File: config.mk
export PLATFORM = sky130hd
export DESIGN_NAME = lpc_lattice_speech_synth_core_flat
export DESIGN_NICKNAME = d
export VERILOG_FILES = /design/src/lpcs_pkg.sv /design/src/lpcs_if.sv /design/src/lpc_lattice_speech_synth_core.sv /design/src/lpcs_exc.sv /design/src/lpcs_seq.sv /design/src/lpcs_dp.sv /design/src/flat_wrapper.sv
export SDC_FILE = /design/constraint.sdc
export NUM_CORES = 2
export LEC_CHECK = 0
export CAP_MARGIN = 5
export CORE_MARGIN = 4
export CORE_UTILIZATION = 40
export DETAILED_ROUTE_END_ITERATION = 6
export DONT_BUFFER_PORTS = 1
export GPL_TIMING_DRIVEN = 0
export MAX_ROUTING_LAYER = met4
export PLACE_DENSITY = 0.52
export SKIP_CTS_REPAIR_TIMING = 1
export SLEW_MARGIN = 10
export SYNTH_ARGS = -nofsm -noshare
export SYNTH_HDL_FRONTEND = slang
export SYNTH_SLANG_ARGS = --single-unit
File: constraint.sdc
create_clock -name i_clk -period 11.9 [get_ports i_clk]
set_input_delay 0.595 -clock i_clk [delete_from_list [all_inputs] [get_ports i_clk]]
set_output_delay 0.595 -clock i_clk [all_outputs]
set_load 0.1 [all_outputs]
File: src/lpcs_pkg.sv
`timescale 1ns / 1ps
// Package: widths, constants, microcode format and program, excitation tables.
package lpcs_pkg;

    localparam int ORDER     = 8;
    localparam int PULSE_LEN = 15;
    localparam int NREFL     = 8;

    localparam int LW    = $clog2(ORDER);
    localparam int PIW   = $clog2(PULSE_LEN + 1);
    localparam int PCW   = 12;
    localparam int PERW  = 11;
    localparam int EGW   = 15;
    localparam int CW    = 16;
    localparam int DW    = 32;
    localparam int BW    = 17;
    localparam int FINW  = 16;
    localparam int SAMPW = 21;

    localparam logic [DW-1:0]          LFSR_TAPS  = 32'h8020_0003;
    localparam logic signed [BW-1:0]   DEEMPH_K   = 17'sd29184;
    localparam logic signed [BW-1:0]   HIPASS_K   = 17'sd26542;
    localparam logic signed [FINW-1:0] NOISE_HALF = 16'sd5120;

    typedef logic [PIW-1:0]               t_pidx;
    typedef logic [PCW-1:0]               t_pcnt;
    typedef logic [LW-1:0]                t_loop;
    typedef logic [ORDER-1:0][CW-1:0]     t_coef_arr;
    typedef logic [ORDER-1:0][DW-1:0]     t_tap_arr;

    localparam t_loop LOOP_LAST = t_loop'(ORDER - 2);

    localparam int STEPS = 12;
    localparam int SW    = $clog2(STEPS);
    typedef logic [SW-1:0] t_step;

    localparam t_step ST_EXC    = t_step'(0);
    localparam t_step ST_C0     = t_step'(1);
    localparam t_step ST_C1     = t_step'(2);
    localparam t_step ST_LOOP   = t_step'(3);
    localparam t_step ST_SMUL   = t_step'(4);
    localparam t_step ST_SWR    = t_step'(5);
    localparam t_step ST_LAST   = t_step'(6);
    localparam t_step ST_DEEMPH = t_step'(7);
    localparam t_step ST_MIX    = t_step'(8);
    localparam t_step ST_KZ     = t_step'(9);
    localparam t_step ST_EMIT   = t_step'(10);
    localparam t_step ST_HP     = t_step'(11);

    typedef enum logic [2:0] {
        A_FINP,
        A_TAP0,
        A_TAP1,
        A_ACC_SH,
        A_DEEMPH,
        A_KZ_SH
    } t_asel;

    typedef enum logic [2:0] {
        B_EGAIN,
        B_COEF0,
        B_COEF1,
        B_OGAIN,
        B_DEEMPH_K,
        B_HIPASS_K
    } t_bsel;

    typedef enum logic [1:0] {
        ACC_HOLD,
        ACC_LOAD,
        ACC_SUB,
        ACC_ADD_SH4
    } t_accop;

    typedef enum logic [1:0] {
        TAP_HOLD,
        TAP_KEEP,
        TAP_STAGE,
        TAP_LAST
    } t_tapop;

    typedef struct packed {
        logic   mul_en;
        t_asel  a_sel;
        t_bsel  b_sel;
        t_accop acc_op;
        t_tapop tap_op;
        logic   deemph_wr;
        logic   kz_wr;
        logic   hp_wr;
        logic   emit;
        logic   loop_jmp;
        t_step  jmp_to;
        logic   done;
    } t_uword;

    localparam t_uword UW_NOP = '{
        mul_en:    1'b0,
        a_sel:     A_FINP,
        b_sel:     B_EGAIN,
        acc_op:    ACC_HOLD,
        tap_op:    TAP_HOLD,
        deemph_wr: 1'b0,
        kz_wr:     1'b0,
        hp_wr:     1'b0,
        emit:      1'b0,
        loop_jmp:  1'b0,
        jmp_to:    ST_EXC,
        done:      1'b0
    };

    function automatic t_uword rom_word(input t_step step);
        t_uword w;
        w = UW_NOP;
        case (step)
            ST_EXC: begin
                w.mul_en = 1'b1; w.a_sel = A_FINP; w.b_sel = B_EGAIN;
            end
            ST_C0: begin
                w.mul_en = 1'b1; w.a_sel = A_TAP0; w.b_sel = B_COEF0;
                w.acc_op = ACC_LOAD; w.tap_op = TAP_KEEP;
            end
            ST_C1: begin
                w.mul_en = 1'b1; w.a_sel = A_TAP0; w.b_sel = B_COEF0;
                w.acc_op = ACC_SUB;
            end
            ST_LOOP: begin
                w.acc_op = ACC_SUB;
            end
            ST_SMUL: begin
                w.mul_en = 1'b1; w.a_sel = A_ACC_SH; w.b_sel = B_COEF0;
            end
            ST_SWR: begin
                w.mul_en = 1'b1; w.a_sel = A_TAP1; w.b_sel = B_COEF1;
                w.tap_op = TAP_STAGE; w.loop_jmp = 1'b1; w.jmp_to = ST_LOOP;
            end
            ST_LAST: begin
                w.mul_en = 1'b1; w.a_sel = A_ACC_SH; w.b_sel = B_OGAIN;
                w.tap_op = TAP_LAST;
            end
            ST_DEEMPH: begin
                w.mul_en = 1'b1; w.a_sel = A_DEEMPH; w.b_sel = B_DEEMPH_K;
                w.acc_op = ACC_LOAD;
            end
            ST_MIX: begin
                w.acc_op = ACC_ADD_SH4;
            end
            ST_KZ: begin
                w.deemph_wr = 1'b1; w.kz_wr = 1'b1;
            end
            ST_EMIT: begin
                w.mul_en = 1'b1; w.a_sel = A_KZ_SH; w.b_sel = B_HIPASS_K;
                w.emit = 1'b1;
            end
            ST_HP: begin
                w.hp_wr = 1'b1; w.done = 1'b1;
            end
            default: begin
                w = UW_NOP;
            end
        endcase
        return w;
    endfunction

    function automatic logic signed [FINW-1:0] pulse_tap(input logic [4:0] k);
        logic signed [FINW-1:0] v;
        case (k)
            5'd0:    v = 16'sd4608;
            5'd2:    v = 16'sd3584;
            5'd4:    v = 16'sd6656;
            5'd6:    v = 16'sd20992;
            5'd8:    v = -16'sd20992;
            5'd10:   v = -16'sd6656;
            5'd12:   v = -16'sd3584;
            5'd14:   v = -16'sd4608;
            default: v = '0;
        endcase
        return v;
    endfunction

    // x mod 10240: low 11 bits pass, upper 21 bits reduced mod 5 by nibble sum
    function automatic logic [13:0] noise_mod(input logic [DW-1:0] x);
        logic [6:0]  s;
        logic [14:0] q;
        logic [2:0]  r;
        s = 7'(x[14:11]) + 7'(x[18:15]) + 7'(x[22:19]) + 7'(x[26:23])
          + 7'(x[30:27]) + 7'(x[31]);
        q = (15'(s) * 15'd205) >> 10;
        r = 3'(s - 7'(q) * 7'd5);
        return {r, x[10:0]};
    endfunction

endpackage

File: src/lpcs_if.sv
`timescale 1ns / 1ps
// Stream interfaces: parameter beats in, sample beats out.
interface lpcs_in_if;
    logic                          valid;
    logic                          ready;
    logic                          frame_start;
    logic signed [lpcs_pkg::CW-1:0] refl_0;
    logic signed [lpcs_pkg::CW-1:0] refl_1;
    logic signed [lpcs_pkg::CW-1:0] refl_2;
    logic signed [lpcs_pkg::CW-1:0] refl_3;
    logic signed [lpcs_pkg::CW-1:0] refl_4;
    logic signed [lpcs_pkg::CW-1:0] refl_5;
    logic signed [lpcs_pkg::CW-1:0] refl_6;
    logic signed [lpcs_pkg::CW-1:0] refl_7;
    logic [lpcs_pkg::PERW-1:0]      pitch_period;
    logic [lpcs_pkg::EGW-1:0]       excite_gain;
    logic signed [lpcs_pkg::CW-1:0] output_gain;

    modport source (
        output valid, frame_start, refl_0, refl_1, refl_2, refl_3, refl_4, refl_5,
               refl_6, refl_7, pitch_period, excite_gain, output_gain,
        input  ready
    );
    modport sink (
        input  valid, frame_start, refl_0, refl_1, refl_2, refl_3, refl_4, refl_5,
               refl_6, refl_7, pitch_period, excite_gain, output_gain,
        output ready
    );
endinterface

interface lpcs_out_if;
    logic                              valid;
    logic                              ready;
    logic signed [lpcs_pkg::SAMPW-1:0] sample;

    modport source (output valid, sample, input ready);
    modport sink (input valid, sample, output ready);
endinterface

File: src/lpc_lattice_speech_synth_core.sv
`timescale 1ns / 1ps
// Top level: LPC lattice speech synthesizer, one sample beat per parameter beat.
//
//  channel | dir | handshake          | payload
//  i_in    | in  | valid/ready (sink) | frame_start, refl_0..refl_7, pitch_period,
//          |     |                    | excite_gain, output_gain
//  o_out   | out | valid/ready (src)  | sample (21 bit signed)
//
//  One beat runs 3 + 3*(ORDER-1) + 6 microcode steps (30 at ORDER = 8) on one shared
//  32x17 multiplier; no new beat is taken until the last one is done.
//  Three steps per lattice stage are set by the registered multiplier product.
//  Synchronous active-low reset clears the lattice, filters and pitch state and sets the LFSR to 1.
//  i_in.ready is low while a beat is in work; a stalled o_out holds the emit step.
module lpc_lattice_speech_synth_core (
    input  logic        i_clk,
    input  logic        i_rst_n,
    lpcs_in_if.sink     i_in,
    lpcs_out_if.source  o_out
);

    logic                                  busy;
    logic                                  accept;
    logic                                  clear;
    logic signed [lpcs_pkg::FINW-1:0]      finp;
    lpcs_pkg::t_coef_arr                   coef;
    logic [lpcs_pkg::NREFL-1:0][lpcs_pkg::CW-1:0] refl;
    lpcs_pkg::t_uword                      uw;
    logic [lpcs_pkg::SAMPW-1:0]            dp_sample;
    logic                                  r_out_valid;
    logic [lpcs_pkg::SAMPW-1:0]            r_out_sample;

    assign refl = {i_in.refl_7, i_in.refl_6, i_in.refl_5, i_in.refl_4,
                   i_in.refl_3, i_in.refl_2, i_in.refl_1, i_in.refl_0};

    for (genvar j = 0; j < lpcs_pkg::ORDER; j++) begin : g_coef
        if (j < lpcs_pkg::NREFL) begin : g_used
            assign coef[j] = refl[lpcs_pkg::NREFL-1-j];
        end else begin : g_zero
            assign coef[j] = '0;
        end
    end

    assign i_in.ready = !busy;
    assign accept     = i_in.valid && !busy;

    lpcs_exc u_exc (
        .i_clk         (i_clk),
        .i_rst_n       (i_rst_n),
        .i_start       (accept),
        .i_frame_start (i_in.frame_start),
        .i_period      (i_in.pitch_period),
        .o_finp        (finp),
        .o_clear       (clear)
    );

    lpcs_seq u_seq (
        .i_clk      (i_clk),
        .i_rst_n    (i_rst_n),
        .i_start    (accept),
        .i_out_free (!r_out_valid || o_out.ready),
        .o_busy     (busy),
        .o_uw       (uw)
    );

    lpcs_dp u_dp (
        .i_clk    (i_clk),
        .i_rst_n  (i_rst_n),
        .i_start  (accept),
        .i_clear  (clear),
        .i_finp   (finp),
        .i_coef   (coef),
        .i_egain  (i_in.excite_gain),
        .i_ogain  (i_in.output_gain),
        .i_uw     (uw),
        .o_sample (dp_sample)
    );

    always_ff @(posedge i_clk) begin
        if (!i_rst_n) begin
            r_out_valid <= 1'b0;
        end else if (uw.emit) begin
            r_out_valid <= 1'b1;
        end else if (o_out.ready) begin
            r_out_valid <= 1'b0;
        end
    end

    always_ff @(posedge i_clk) begin
        if (uw.emit) begin
            r_out_sample <= dp_sample;
        end
    end

    assign o_out.valid  = r_out_valid;
    assign o_out.sample = $signed(r_out_sample);

endmodule

File: src/lpcs_exc.sv
`timescale 1ns / 1ps
// Excitation: pitch counter, pulse index, noise LFSR and frame realignment.
module lpcs_exc (
    input  logic                                i_clk,
    input  logic                                i_rst_n,
    input  logic                                i_start,
    input  logic                                i_frame_start,
    input  logic [lpcs_pkg::PERW-1:0]           i_period,
    output logic signed [lpcs_pkg::FINW-1:0]    o_finp,
    output logic                                o_clear
);

    lpcs_pkg::t_pcnt           r_pc, n_pc;
    lpcs_pkg::t_pidx           r_pi, n_pi;
    logic [lpcs_pkg::PERW-1:0] r_lp, n_lp;
    logic [lpcs_pkg::DW-1:0]   r_lfsr, n_lfsr;
    logic signed [13:0]        sum;

    assign sum = $signed({2'b00, r_pc}) + $signed({3'b000, i_period})
               - $signed({3'b000, r_lp});

    always_comb begin
        n_pc    = r_pc;
        n_pi    = r_pi;
        n_lp    = r_lp;
        n_lfsr  = r_lfsr;
        o_clear = 1'b0;
        o_finp  = '0;
        if (i_frame_start) begin
            if (i_period != '0) begin
                if (r_pc != '0 && !sum[13] && sum != '0) begin
                    n_pc = sum[11:0];
                end
            end else begin
                n_pc = '0;
            end
            o_clear = (r_lp == '0) && (i_period != '0);
            n_pi    = '0;
            n_lp    = i_period;
        end
        if (i_period == '0) begin
            n_lfsr = {1'b0, r_lfsr[lpcs_pkg::DW-1:1]}
                   ^ (r_lfsr[0] ? lpcs_pkg::LFSR_TAPS : '0);
            o_finp = $signed({2'b00, lpcs_pkg::noise_mod(n_lfsr)}) - lpcs_pkg::NOISE_HALF;
        end else begin
            if (n_pc == '0) begin
                n_pc   = lpcs_pkg::t_pcnt'(i_period);
                o_finp = lpcs_pkg::pulse_tap(5'd0);
                n_pi   = lpcs_pkg::t_pidx'(1);
            end else if (n_pi < lpcs_pkg::t_pidx'(lpcs_pkg::PULSE_LEN)) begin
                o_finp = lpcs_pkg::pulse_tap(5'(n_pi));
                n_pi   = n_pi + lpcs_pkg::t_pidx'(1);
            end
            n_pc = n_pc - lpcs_pkg::t_pcnt'(1);
        end
    end

    always_ff @(posedge i_clk) begin
        if (!i_rst_n) begin
            r_pc   <= '0;
            r_pi   <= '0;
            r_lp   <= '0;
            r_lfsr <= lpcs_pkg::DW'(1);
        end else if (i_start) begin
            r_pc   <= n_pc;
            r_pi   <= n_pi;
            r_lp   <= n_lp;
            r_lfsr <= n_lfsr;
        end
    end

endmodule

File: src/lpcs_seq.sv
`timescale 1ns / 1ps
// Microcode sequencer: step counter, program ROM, lattice loop counter.
module lpcs_seq (
    input  logic             i_clk,
    input  logic             i_rst_n,
    input  logic             i_start,
    input  logic             i_out_free,
    output logic             o_busy,
    output lpcs_pkg::t_uword o_uw
);

    logic              r_busy;
    lpcs_pkg::t_step   r_step;
    lpcs_pkg::t_loop   r_loop;
    lpcs_pkg::t_uword  uw;
    logic              adv;

    assign uw     = lpcs_pkg::rom_word(r_step);
    assign adv    = r_busy && (!uw.emit || i_out_free);
    assign o_uw   = adv ? uw : lpcs_pkg::UW_NOP;
    assign o_busy = r_busy;

    always_ff @(posedge i_clk) begin
        if (!i_rst_n) begin
            r_busy <= 1'b0;
            r_step <= lpcs_pkg::ST_EXC;
            r_loop <= '0;
        end else if (i_start) begin
            r_busy <= 1'b1;
            r_step <= lpcs_pkg::ST_EXC;
            r_loop <= '0;
        end else if (adv) begin
            if (uw.done) begin
                r_busy <= 1'b0;
                r_step <= lpcs_pkg::ST_EXC;
            end else if (uw.loop_jmp) begin
                r_loop <= r_loop + lpcs_pkg::t_loop'(1);
                r_step <= (r_loop != lpcs_pkg::LOOP_LAST) ? uw.jmp_to
                                                          : r_step + lpcs_pkg::t_step'(1);
            end else begin
                r_step <= r_step + lpcs_pkg::t_step'(1);
            end
        end
    end

endmodule

File: src/lpcs_dp.sv
`timescale 1ns / 1ps
// Datapath: shared multiplier, accumulator, rotating tap and coefficient lines, filters.
module lpcs_dp (
    input  logic                              i_clk,
    input  logic                              i_rst_n,
    input  logic                              i_start,
    input  logic                              i_clear,
    input  logic signed [lpcs_pkg::FINW-1:0]  i_finp,
    input  lpcs_pkg::t_coef_arr               i_coef,
    input  logic [lpcs_pkg::EGW-1:0]          i_egain,
    input  logic signed [lpcs_pkg::CW-1:0]    i_ogain,
    input  lpcs_pkg::t_uword                  i_uw,
    output logic [lpcs_pkg::SAMPW-1:0]        o_sample
);

    lpcs_pkg::t_coef_arr             r_cring;
    lpcs_pkg::t_tap_arr              r_taps;
    logic [lpcs_pkg::EGW-1:0]        r_egain;
    logic signed [lpcs_pkg::CW-1:0]  r_ogain;
    logic signed [lpcs_pkg::FINW-1:0] r_finp;
    logic signed [lpcs_pkg::DW-1:0]  r_acc;
    logic signed [lpcs_pkg::DW-1:0]  r_prod;
    logic signed [lpcs_pkg::DW-1:0]  r_deemph;
    logic signed [lpcs_pkg::DW-1:0]  r_hp;
    logic signed [lpcs_pkg::DW-1:0]  r_kz;

    logic signed [lpcs_pkg::DW-1:0]        mul_a;
    logic signed [lpcs_pkg::BW-1:0]        mul_b;
    logic signed [lpcs_pkg::DW+lpcs_pkg::BW-1:0] mul_full;
    logic [lpcs_pkg::DW-1:0]               n_push;

    always_comb begin
        case (i_uw.a_sel)
            lpcs_pkg::A_FINP:   mul_a = lpcs_pkg::DW'(r_finp);
            lpcs_pkg::A_TAP0:   mul_a = $signed(r_taps[0]);
            lpcs_pkg::A_TAP1:   mul_a = $signed(r_taps[1]);
            lpcs_pkg::A_ACC_SH: mul_a = r_acc >>> 15;
            lpcs_pkg::A_DEEMPH: mul_a = r_deemph;
            lpcs_pkg::A_KZ_SH:  mul_a = r_kz >>> 15;
            default:            mul_a = '0;
        endcase
    end

    always_comb begin
        case (i_uw.b_sel)
            lpcs_pkg::B_EGAIN:    mul_b = $signed({2'b00, r_egain});
            lpcs_pkg::B_COEF0:    mul_b = lpcs_pkg::BW'($signed(r_cring[0]));
            lpcs_pkg::B_COEF1:    mul_b = lpcs_pkg::BW'($signed(r_cring[1]));
            lpcs_pkg::B_OGAIN:    mul_b = lpcs_pkg::BW'(r_ogain);
            lpcs_pkg::B_DEEMPH_K: mul_b = lpcs_pkg::DEEMPH_K;
            lpcs_pkg::B_HIPASS_K: mul_b = lpcs_pkg::HIPASS_K;
            default:              mul_b = '0;
        endcase
    end

    assign mul_full = mul_a * mul_b;

    always_comb begin
        case (i_uw.tap_op)
            lpcs_pkg::TAP_KEEP:  n_push = r_taps[0];
            lpcs_pkg::TAP_STAGE: n_push = lpcs_pkg::DW'((r_prod >>> 15) + $signed(r_taps[0]));
            lpcs_pkg::TAP_LAST:  n_push = lpcs_pkg::DW'(r_acc >>> 15);
            default:             n_push = r_taps[0];
        endcase
    end

    always_ff @(posedge i_clk) begin
        if (!i_rst_n) begin
            r_taps   <= '0;
            r_deemph <= '0;
            r_hp     <= '0;
        end else begin
            if (i_start && i_clear) begin
                r_taps <= '0;
            end else if (i_uw.tap_op != lpcs_pkg::TAP_HOLD) begin
                r_taps <= {n_push, r_taps[lpcs_pkg::ORDER-1:1]};
            end
            if (i_uw.deemph_wr) begin
                r_deemph <= r_acc >>> 11;
            end
            if (i_uw.hp_wr) begin
                r_hp <= r_prod - r_acc;
            end
        end
    end

    always_ff @(posedge i_clk) begin
        if (i_start) begin
            r_cring <= i_coef;
            r_egain <= i_egain;
            r_ogain <= i_ogain;
            r_finp  <= i_finp;
        end else if (i_uw.tap_op != lpcs_pkg::TAP_HOLD) begin
            r_cring <= {r_cring[0], r_cring[lpcs_pkg::ORDER-1:1]};
        end
        if (i_uw.mul_en) begin
            r_prod <= mul_full[lpcs_pkg::DW-1:0];
        end
        case (i_uw.acc_op)
            lpcs_pkg::ACC_LOAD:    r_acc <= r_prod;
            lpcs_pkg::ACC_SUB:     r_acc <= r_acc - r_prod;
            lpcs_pkg::ACC_ADD_SH4: r_acc <= r_acc + (r_prod >>> 4);
            default:               r_acc <= r_acc;
        endcase
        if (i_uw.kz_wr) begin
            r_kz <= r_hp + r_acc;
        end
    end

    assign o_sample = r_kz[lpcs_pkg::DW-1:11];

endmodule

File: src/flat_wrapper.sv
// flat-port wrapper written by rule: the top's interface ports become plain ports
module lpc_lattice_speech_synth_core_flat 
  (i_clk, i_rst_n, i_in_valid, i_in_frame_start, i_in_refl_0, i_in_refl_1, i_in_refl_2, i_in_refl_3, i_in_refl_4, i_in_refl_5, i_in_refl_6, i_in_refl_7, i_in_pitch_period, i_in_excite_gain, i_in_output_gain, i_in_ready, o_out_valid, o_out_sample, o_out_ready);
  lpcs_in_if i_in_i ();
  lpcs_out_if o_out_i ();
  input  logic i_clk;
  input  logic i_rst_n;
  input wire logic [$bits(i_in_i.valid)-1:0] i_in_valid;
  input wire logic [$bits(i_in_i.frame_start)-1:0] i_in_frame_start;
  input wire logic [$bits(i_in_i.refl_0)-1:0] i_in_refl_0;
  input wire logic [$bits(i_in_i.refl_1)-1:0] i_in_refl_1;
  input wire logic [$bits(i_in_i.refl_2)-1:0] i_in_refl_2;
  input wire logic [$bits(i_in_i.refl_3)-1:0] i_in_refl_3;
  input wire logic [$bits(i_in_i.refl_4)-1:0] i_in_refl_4;
  input wire logic [$bits(i_in_i.refl_5)-1:0] i_in_refl_5;
  input wire logic [$bits(i_in_i.refl_6)-1:0] i_in_refl_6;
  input wire logic [$bits(i_in_i.refl_7)-1:0] i_in_refl_7;
  input wire logic [$bits(i_in_i.pitch_period)-1:0] i_in_pitch_period;
  input wire logic [$bits(i_in_i.excite_gain)-1:0] i_in_excite_gain;
  input wire logic [$bits(i_in_i.output_gain)-1:0] i_in_output_gain;
  output wire logic [$bits(i_in_i.ready)-1:0] i_in_ready;
  output wire logic [$bits(o_out_i.valid)-1:0] o_out_valid;
  output wire logic [$bits(o_out_i.sample)-1:0] o_out_sample;
  input wire logic [$bits(o_out_i.ready)-1:0] o_out_ready;
  assign i_in_i.valid = i_in_valid;
  assign i_in_i.frame_start = i_in_frame_start;
  assign i_in_i.refl_0 = i_in_refl_0;
  assign i_in_i.refl_1 = i_in_refl_1;
  assign i_in_i.refl_2 = i_in_refl_2;
  assign i_in_i.refl_3 = i_in_refl_3;
  assign i_in_i.refl_4 = i_in_refl_4;
  assign i_in_i.refl_5 = i_in_refl_5;
  assign i_in_i.refl_6 = i_in_refl_6;
  assign i_in_i.refl_7 = i_in_refl_7;
  assign i_in_i.pitch_period = i_in_pitch_period;
  assign i_in_i.excite_gain = i_in_excite_gain;
  assign i_in_i.output_gain = i_in_output_gain;
  assign i_in_ready = i_in_i.ready;
  assign o_out_valid = o_out_i.valid;
  assign o_out_sample = o_out_i.sample;
  assign o_out_i.ready = o_out_ready;
  lpc_lattice_speech_synth_core u_core (.i_clk(i_clk), .i_rst_n(i_rst_n), .i_in(i_in_i), .o_out(o_out_i));
endmodule
==> Yosys cells after proc, flatten, opt, wreduce, memory -nomap -nowiden <==
Memories as Yosys holds them, arrays and structs flattened.
Cells that the tools add are included.
{ "totals": {"register_bits": 669, "mem_bits_ro": 112, "in_bits": 175, "output_inout_bits": 23, "elab_cells": 159, "memories": 1} }
{ "mem_list": {"columns": ["name", "words", "word_bits", "read_ports", "rd_ports_with_merged_regs", "write_ports", "line_no", "text"], "rows": [
  ["(name not given)", 16, 7, 1, 0, 0, "lpcs_pkg.sv:167", "case (k)"]
]} }
{ "classes": {"addsub": 18, "n_mul": 3, "magnitude_cmp": 1, "eq_ne": 27, "muxes": 37, "bitwise": 3, "reduce_logical": 36} }
{ "op_table": {"columns": ["op", "count"], "rows": [
  ["$mux 128", 2],
  ["$pmux 32 s6", 1],
  ["$pmux 17 s6", 1],
  ["$pmux 32 s3", 1],
  ["$mux 12", 6],
  ["$pmux 32 s2", 1],
  ["$sub 32x32->32", 2],
  ["$pmux 7 s7", 1],
  ["$mux 16", 3],
  ["$add 17x32->32", 1],
  ["$add 32x28->32", 1],
  ["$add 32x32->32", 1],
  ["$mul 32x17->32", 1],
  ["$mux 32", 1],
  ["$xor 31x32->32", 1],
  ["$mux 4", 7],
  ["$logic_not 11->1", 2],
  ["$mux 21", 1],
  ["$eq 4x3->1 const B", 4],
  ["$eq 4x4->1 const B", 4],
  ["$mul 7x8->15 const B", 1],
  ["$sub 14x13->15 const B", 1],
  ["$reduce_bool 14->1", 1],
  ["$sub 14x12->14", 1],
  ["other kinds (38)", 79]
]} }

==> Longest topological paths before layout <==
{ "depth": {"word_depth": 13, "mapped_depth": 41, "ltp_nobuf": 35} }

==> By module <==
From an unflattened synthesis, not the netlist that was laid out.
{ "hier_totals": {"cells_unflattened": 5215, "area_unflattened_um2": 48401.4} }
{ "modules_own_cells": {"columns": ["module", "n_inst", "cells_per_inst", "area_each_um2", "seq_area_each_um2"], "rows": [
  ["lpcs_dp", 1, 4339, 40940.5, 13993.4],
  ["lpcs_exc", 1, 755, 6010.8, 1181.1],
  ["lpcs_seq", 1, 94, 760.7, 160.2],
  ["lpc_lattice_speech_synth_core", 1, 27, 689.4, 650.6]
]} }

==> Least setup slack after synthesis <==
OpenSTA, ideal clock, no wires.
{ "synth_timing": {"path_type": "register -> register", "startpoint": "register u_core.r_out_valid (netlist: u_core.o_out.valid)", "endpoint": "register u_core.u_dp.r_prod[31] (netlist bit) (data pin)", "setup_time_ps": 262, "arrival_time_ps": 10062, "required_time_ps": 11638, "slack_ps": 1576, "path_stages_with_launch": 32, "n_path_buf": 3, "period_less_slack_ps": 10324, "path_cell_list": "dfxtp_1 > nor2b_1 > a31o_2 > clkbuf_1 > nor2_1 > a211oi_1 > clkbuf_1 > buf_1 > a211oi_1 > nor2_1 > fa_1 > inv_1 > fa_1 > fa_1 > fa_1 > inv_1 > fa_1 > inv_1 > fa_1 > inv_1 > ha_1 > a21o_1 > a221oi_1 > o21ai_0 > o41a_1 > a41oi_1 > nor2b_1 > o31ai_1 > o21ai_0 > nand2b_1 > a21oi_1 > xor2_1"} }
{ "synth_via": {"elab_chain_cells": 8, "elab_cells_between_ends": 20, "cone_classes": "mul (1); eq/ne (10); mux (3); reduce/logical (6)"} }
{ "synth_rtl": {"columns": ["element", "line_no", "text"], "rows": [
  ["start, declared", "lpc_lattice_speech_synth_core.sv:29", "logic r_out_valid;"],
  ["start signal, assigned", "lpc_lattice_speech_synth_core.sv:80", "r_out_valid <= 1'b0;"],
  ["start signal, assigned", "lpc_lattice_speech_synth_core.sv:82", "r_out_valid <= 1'b1;"],
  ["start signal, assigned", "lpc_lattice_speech_synth_core.sv:84", "r_out_valid <= 1'b0;"],
  ["$logic_not 1->1 (*)", "lpc_lattice_speech_synth_core.sv:60", ".i_out_free (!r_out_valid || o_out.ready),"],
  ["$logic_or 1x1->1 (*)", "lpc_lattice_speech_synth_core.sv:60", null],
  ["$logic_or 1x1->1 (*)", "lpcs_seq.sv:19", "assign adv = r_busy && (!uw.emit || i_out_free);"],
  ["$logic_and 1x1->1 (*)", "lpcs_seq.sv:19", null],
  ["$mux 21 (*)", "lpcs_seq.sv:20", "assign o_uw = adv ? uw : lpcs_pkg::UW_NOP;"],
  ["$eq 3x3->1, or another cell as far along", "lpcs_dp.sv:33", "case (i_uw.a_sel)"],
  ["$pmux 32 s6 or $pmux 17 s6 (tied branches)", "lpcs_dp.sv:33, lpcs_dp.sv:45", null],
  ["$mul 32x17->32 (*)", "lpcs_dp.sv:56", "assign mul_full = mul_a * mul_b;"],
  ["net u_core.u_dp.mul_full (one bit)", "lpcs_dp.sv:29", "logic signed [lpcs_pkg::DW+lpcs_pkg::BW-1:0] mul_full;"],
  ["end signal, assigned", "lpcs_dp.sv:97", "r_prod <= mul_full[lpcs_pkg::DW-1:0];"],
  ["end, declared", "lpcs_dp.sv:22", "logic signed [lpcs_pkg::DW-1:0] r_prod;"]
]} }
The timed path passes the listed nets; every way through them passes the cells marked *.
A chain may end at the register's enable or synchronous reset.

==> Final worst setup path <==
{ "layout_timing": {"startpoint": "register u_core.u_seq.r_step[1]", "endpoint": "register u_core.u_dp.r_prod[31] (netlist bit) (data pin)"} }
{ "layout_via": {"elab_chain_cells": 9, "elab_cells_between_ends": 30, "cone_classes": "mul (1); eq/ne (17); mux (5); reduce/logical (7)"} }
{ "layout_rtl": {"columns": ["element", "line_no", "text"], "rows": [
  ["start, declared", "lpcs_seq.sv:13", "lpcs_pkg::t_step r_step;"],
  ["start signal, assigned", "lpcs_seq.sv:26", "r_step <= lpcs_pkg::ST_EXC;"],
  ["start signal, assigned", "lpcs_seq.sv:30", "r_step <= lpcs_pkg::ST_EXC;"],
  ["start signal, assigned", "lpcs_seq.sv:35", "r_step <= lpcs_pkg::ST_EXC;"],
  ["parallel branches: the longest is 5 deep, another holds $pmux 7 s7", null, null],
  ["$mux 21 (*)", "lpcs_seq.sv:20", null],
  ["$eq 3x3->1, or another cell as far along", "lpcs_dp.sv:33", null],
  ["$pmux 32 s6 or $pmux 17 s6 (tied branches)", "lpcs_dp.sv:33, lpcs_dp.sv:45", null],
  ["$mul 32x17->32 (*)", "lpcs_dp.sv:56", null],
  ["net u_core.u_dp.mul_full (one bit)", "lpcs_dp.sv:29", null]
]} }
Mark *: on every way through the listed nets, which the timed path passes.

==> metrics.cfg <==
[run_status]
outcome = completed

[synth]
ys_seq_area_share_pct = 34.06
synth-seq-cells = 658
synth_top_area_share_pct = 17.98
syn_area_per_cell_sq_um = 8.554
yosysTopAreaCell = edfxtp_1
ys_warn_count = 0
yosysMostFrequentCell = nand2_1
ys_top_cells_by_area = edfxtp_1 (18%), dfxtp_1 (16%), fa_1 (15%)
synth_cell_types = 85
syn_nets = 6295
synth_commonest_cells = nand2_1 (1349), a21oi_1 (499), inv_1 (480), nor2_1 (446), dfxtp_1 (377)
async_reset_ff_share_pct = 0
synth_edf_count = 281
synthFlopType = dfxtp_1
synth_cells = 5486
netlist_area_sq_mm = 0.04693

[route]
vias_per_cell = 5.385
wl_per_cell_um = 21.51
drt-initial-drc-count = 3131
vias = 38860
drc = 0
routed_wl_um = 155300
first_pass_iters = 5
antenna_left = 0

[global_route]
grt_util_met1_pct = 34.43
grt_pass1_vias = 37560
grt_start_max_net_pins = 57
grt_pass1_wl_um = 232800
grt_usage_pct = 25.76
grt-ovfl-total = 0
busiest_layer = met2
gr-usage-met3_pct = 3.110
antenna_found_initial = 4
use_met2_pct = 40.90

[timing]
setup_viol = 0
post-route-period-util_pct = 95.93
setup_ws_ns = 0.4845
slew_headroom_pct = 25.13
clock_skew_ns = 0.09242
setup_tns_ns = 0
finalMaxSlewViolations = 0
hold_viol = 0
max_freq_ghz = 0.08760
whs_ns = 0.05350
period_minus_slack_ns = 11.42
worst_slew_pin_slew_ns = 1.122

[finish]
fill_cells = 11690
drive_above_1_share_pct = 4.060
nNetsFinal = 6432
final_area_sq_mm = 0.05233
area_growth_pct = 11.51
final_core_util_pct = 44.97

[die]
die_y_um = 350.5
design.die.area_sq_mm = 0.1229
core_sq_mm = 0.1164
start_util_pct = 40.33
num_rows = 125
boundaryPins = 198
die_w_um = 350.5

[placement]
dp_hpwl_um = 124200
place_congestion = 0.9601
placed_cell_area_sq_mm = 0.04928
io_buffers = 0
pre_cts_ws_ns = -0.2397

[power_and_ir_drop]
power_density_mw_per_mm2 = 240.8
power.leakage_nw = 21.71
max-vdd-ir-drop_mv = 0.4126

[critical_path]
r2r_end = u_core.u_dp.r_prod[31]$_DFFE_PP_
worstPathArrival_ns = 11.86
endpoint_kind = flip-flop
cp_common_cell = fa_1
worst_setup_path_start_kind = flip-flop
slowest_delay_ns = 0.61
path_class = reg2reg
reg2reg_slack_ns = 0.48
cp_slowest_cell = buf_1
crit_fanout = 10
critical_path_required_ns = 12.34
timing.rr.start = u_core.u_seq.r_step[1]$_SDFFE_PP0P_
reg2regPathDepth = 38

[clocking]
root_buffer = clkbuf_16
htree_num_levels = 3
cts_sinks = 658
cts.path.max_buffers = 3
clk_latency_ns = 0.72
clk_pin_slew_ns = 0.06
cts_buffers = 79
tritoncts = done

[min_path]
min_path_cells = 2
hp-start = i_in_pitch_period[5]
holdPathEnd = u_core.u_exc.r_lp[5]$_SDFFE_PN0P_
hold_path_class = in2reg

[job]
cap_viol_max_count = 0

-- worst max-delay path by stage --
stage / start / to / slack (ns) / depth (start not counted)
after global routing: u_core.u_seq.r_step[1]$_SDFFE_PP0P_ / u_core.u_dp.r_prod[31]$_DFFE_PP_ / -0.001 / 38
after CTS: u_core.u_seq.r_step[1]$_SDFFE_PP0P_ / u_core.u_dp.r_prod[30]$_DFFE_PP_ / -0.23 / 33
final: u_core.u_seq.r_step[1]$_SDFFE_PP0P_ / u_core.u_dp.r_prod[31]$_DFFE_PP_ / 0.48 / 38
after floorplan: u_core.o_out.valid$_SDFFE_PN0P_ / u_core.u_dp.r_prod[31]$_DFFE_PP_ / 1.58 / 31
after global placement: u_core.o_out.valid$_SDFFE_PN0P_ / u_core.u_dp.r_prod[31]$_DFFE_PP_ / -1.99 / 31
after detailed placement: u_core.u_seq.r_step[0]$_SDFFE_PP0P_ / u_core.u_dp.r_prod[30]$_DFFE_PP_ / -0.24 / 32
-- placed cells by master (no fill, tap or decap), types with 29 or more instances in the layout --
cell and count:
o21bai_1 29, xnor2_1 132, ha_1 289, nor3_1 46
dlygate4sd3_1 31, clkbuf_1 259, a21o_1 48, inv_1 480
a211oi_1 31, edfxtp_1 281, a21oi_1 496, clkbuf_16 81
o21ai_0 166, nand2_1 1348, o21a_1 38, a31oi_1 32
nand2b_1 35, and3_1 31, nor2_1 445, a22oi_1 29
nand3_1 60, fa_1 345, xor2_1 76, dfxtp_1 376
-- per-stage QoR --
step	instances	power [W]
finish	7217	0.01260
floorplan	5486	0.008269
global route	7215	0.01371
detailed placement	7035	0.01012
CTS	7182	0.01268
global placement	7010	0.01013
-- state kept, by name, indices dropped and copies added (netlist names), 21 cells and up --
register,count
u_core.u_dp.r_cring,128
u_core.u_dp.r_prod,32
u_core.u_dp.r_acc,32
u_core.u_dp.r_kz,21
u_core.u_dp.r_taps,256
u_core.u_dp.r_deemph,21
u_core.o_out.sample,21
u_core.u_dp.r_hp,32
u_core.u_exc.r_lfsr,32
-- area by class of cell --
| type | count | area (sq um) | share of cell area, % |
|---|---|---|---|
| sequential | 658 | 15990 | 30.55 |
| multi-input combinational | 4085 | 28310 | 54.09 |
| clock buffer | 111 | 2220 | 4.242 |
| antenna | 4 | 10.01 | 0.01913 |
| tap | 1524 | 1907 | 3.644 |
| buffer | 261 | 1008 | 1.927 |
| timing repair buffer | 57 | 639.4 | 1.222 |
| inverter | 481 | 1805 | 3.450 |
| clock inverter | 36 | 445.4 | 0.8512 |
-- logic make-up (layout without fill, tap and decap cells) --
| logic type | count (synthesis) | count (layout) | synth area share [%] |
|---|---|---|---|
| flops | 658 | 658 | 34.06 |
| xor+xnor | 210 | 210 | 3.978 |
| fa+ha+maj | 634 | 634 | 22.42 |
| other cells | 0 | 4 | 0 |
| compound gates | 1099 | 1099 | 14.52 |
| simple gates | 2115 | 2115 | 18.45 |
| buf+inv | 743 | 946 | 5.983 |
| mux | 27 | 27 | 0.5892 |
-- routing by layer --
layer	routed length (um)	vias up
li1	-	18620
met4	5128	0
met3	8396	245
met5	0	-
met1	69070	18910
met2	72660	1080
-- critical path: cells and delay by family (launching register included) --
kind | cells | cell delay, ns
adders and majority gates | 8 | 3.52
xor gates and xnor gates | 1 | 0.08
buffers and inverters | 12 | 3.54
and+or+nand+nor | 8 | 1.57
AOI/OAI and AO/OA | 9 | 2.14
DFF | 1 | 0.34
-- power breakdown --
part | switching, W | internal [W] | leakage [nW]
Sequential | 0.000241 | 0.00279 | 5.70
Combinational | 0.00417 | 0.00290 | 14.7
Clock | 0.00107 | 0.00142 | 1.29
Total | 0.00548 | 0.00711 | 21.7
No activity file was read; power rests on OpenSTA's default activity.
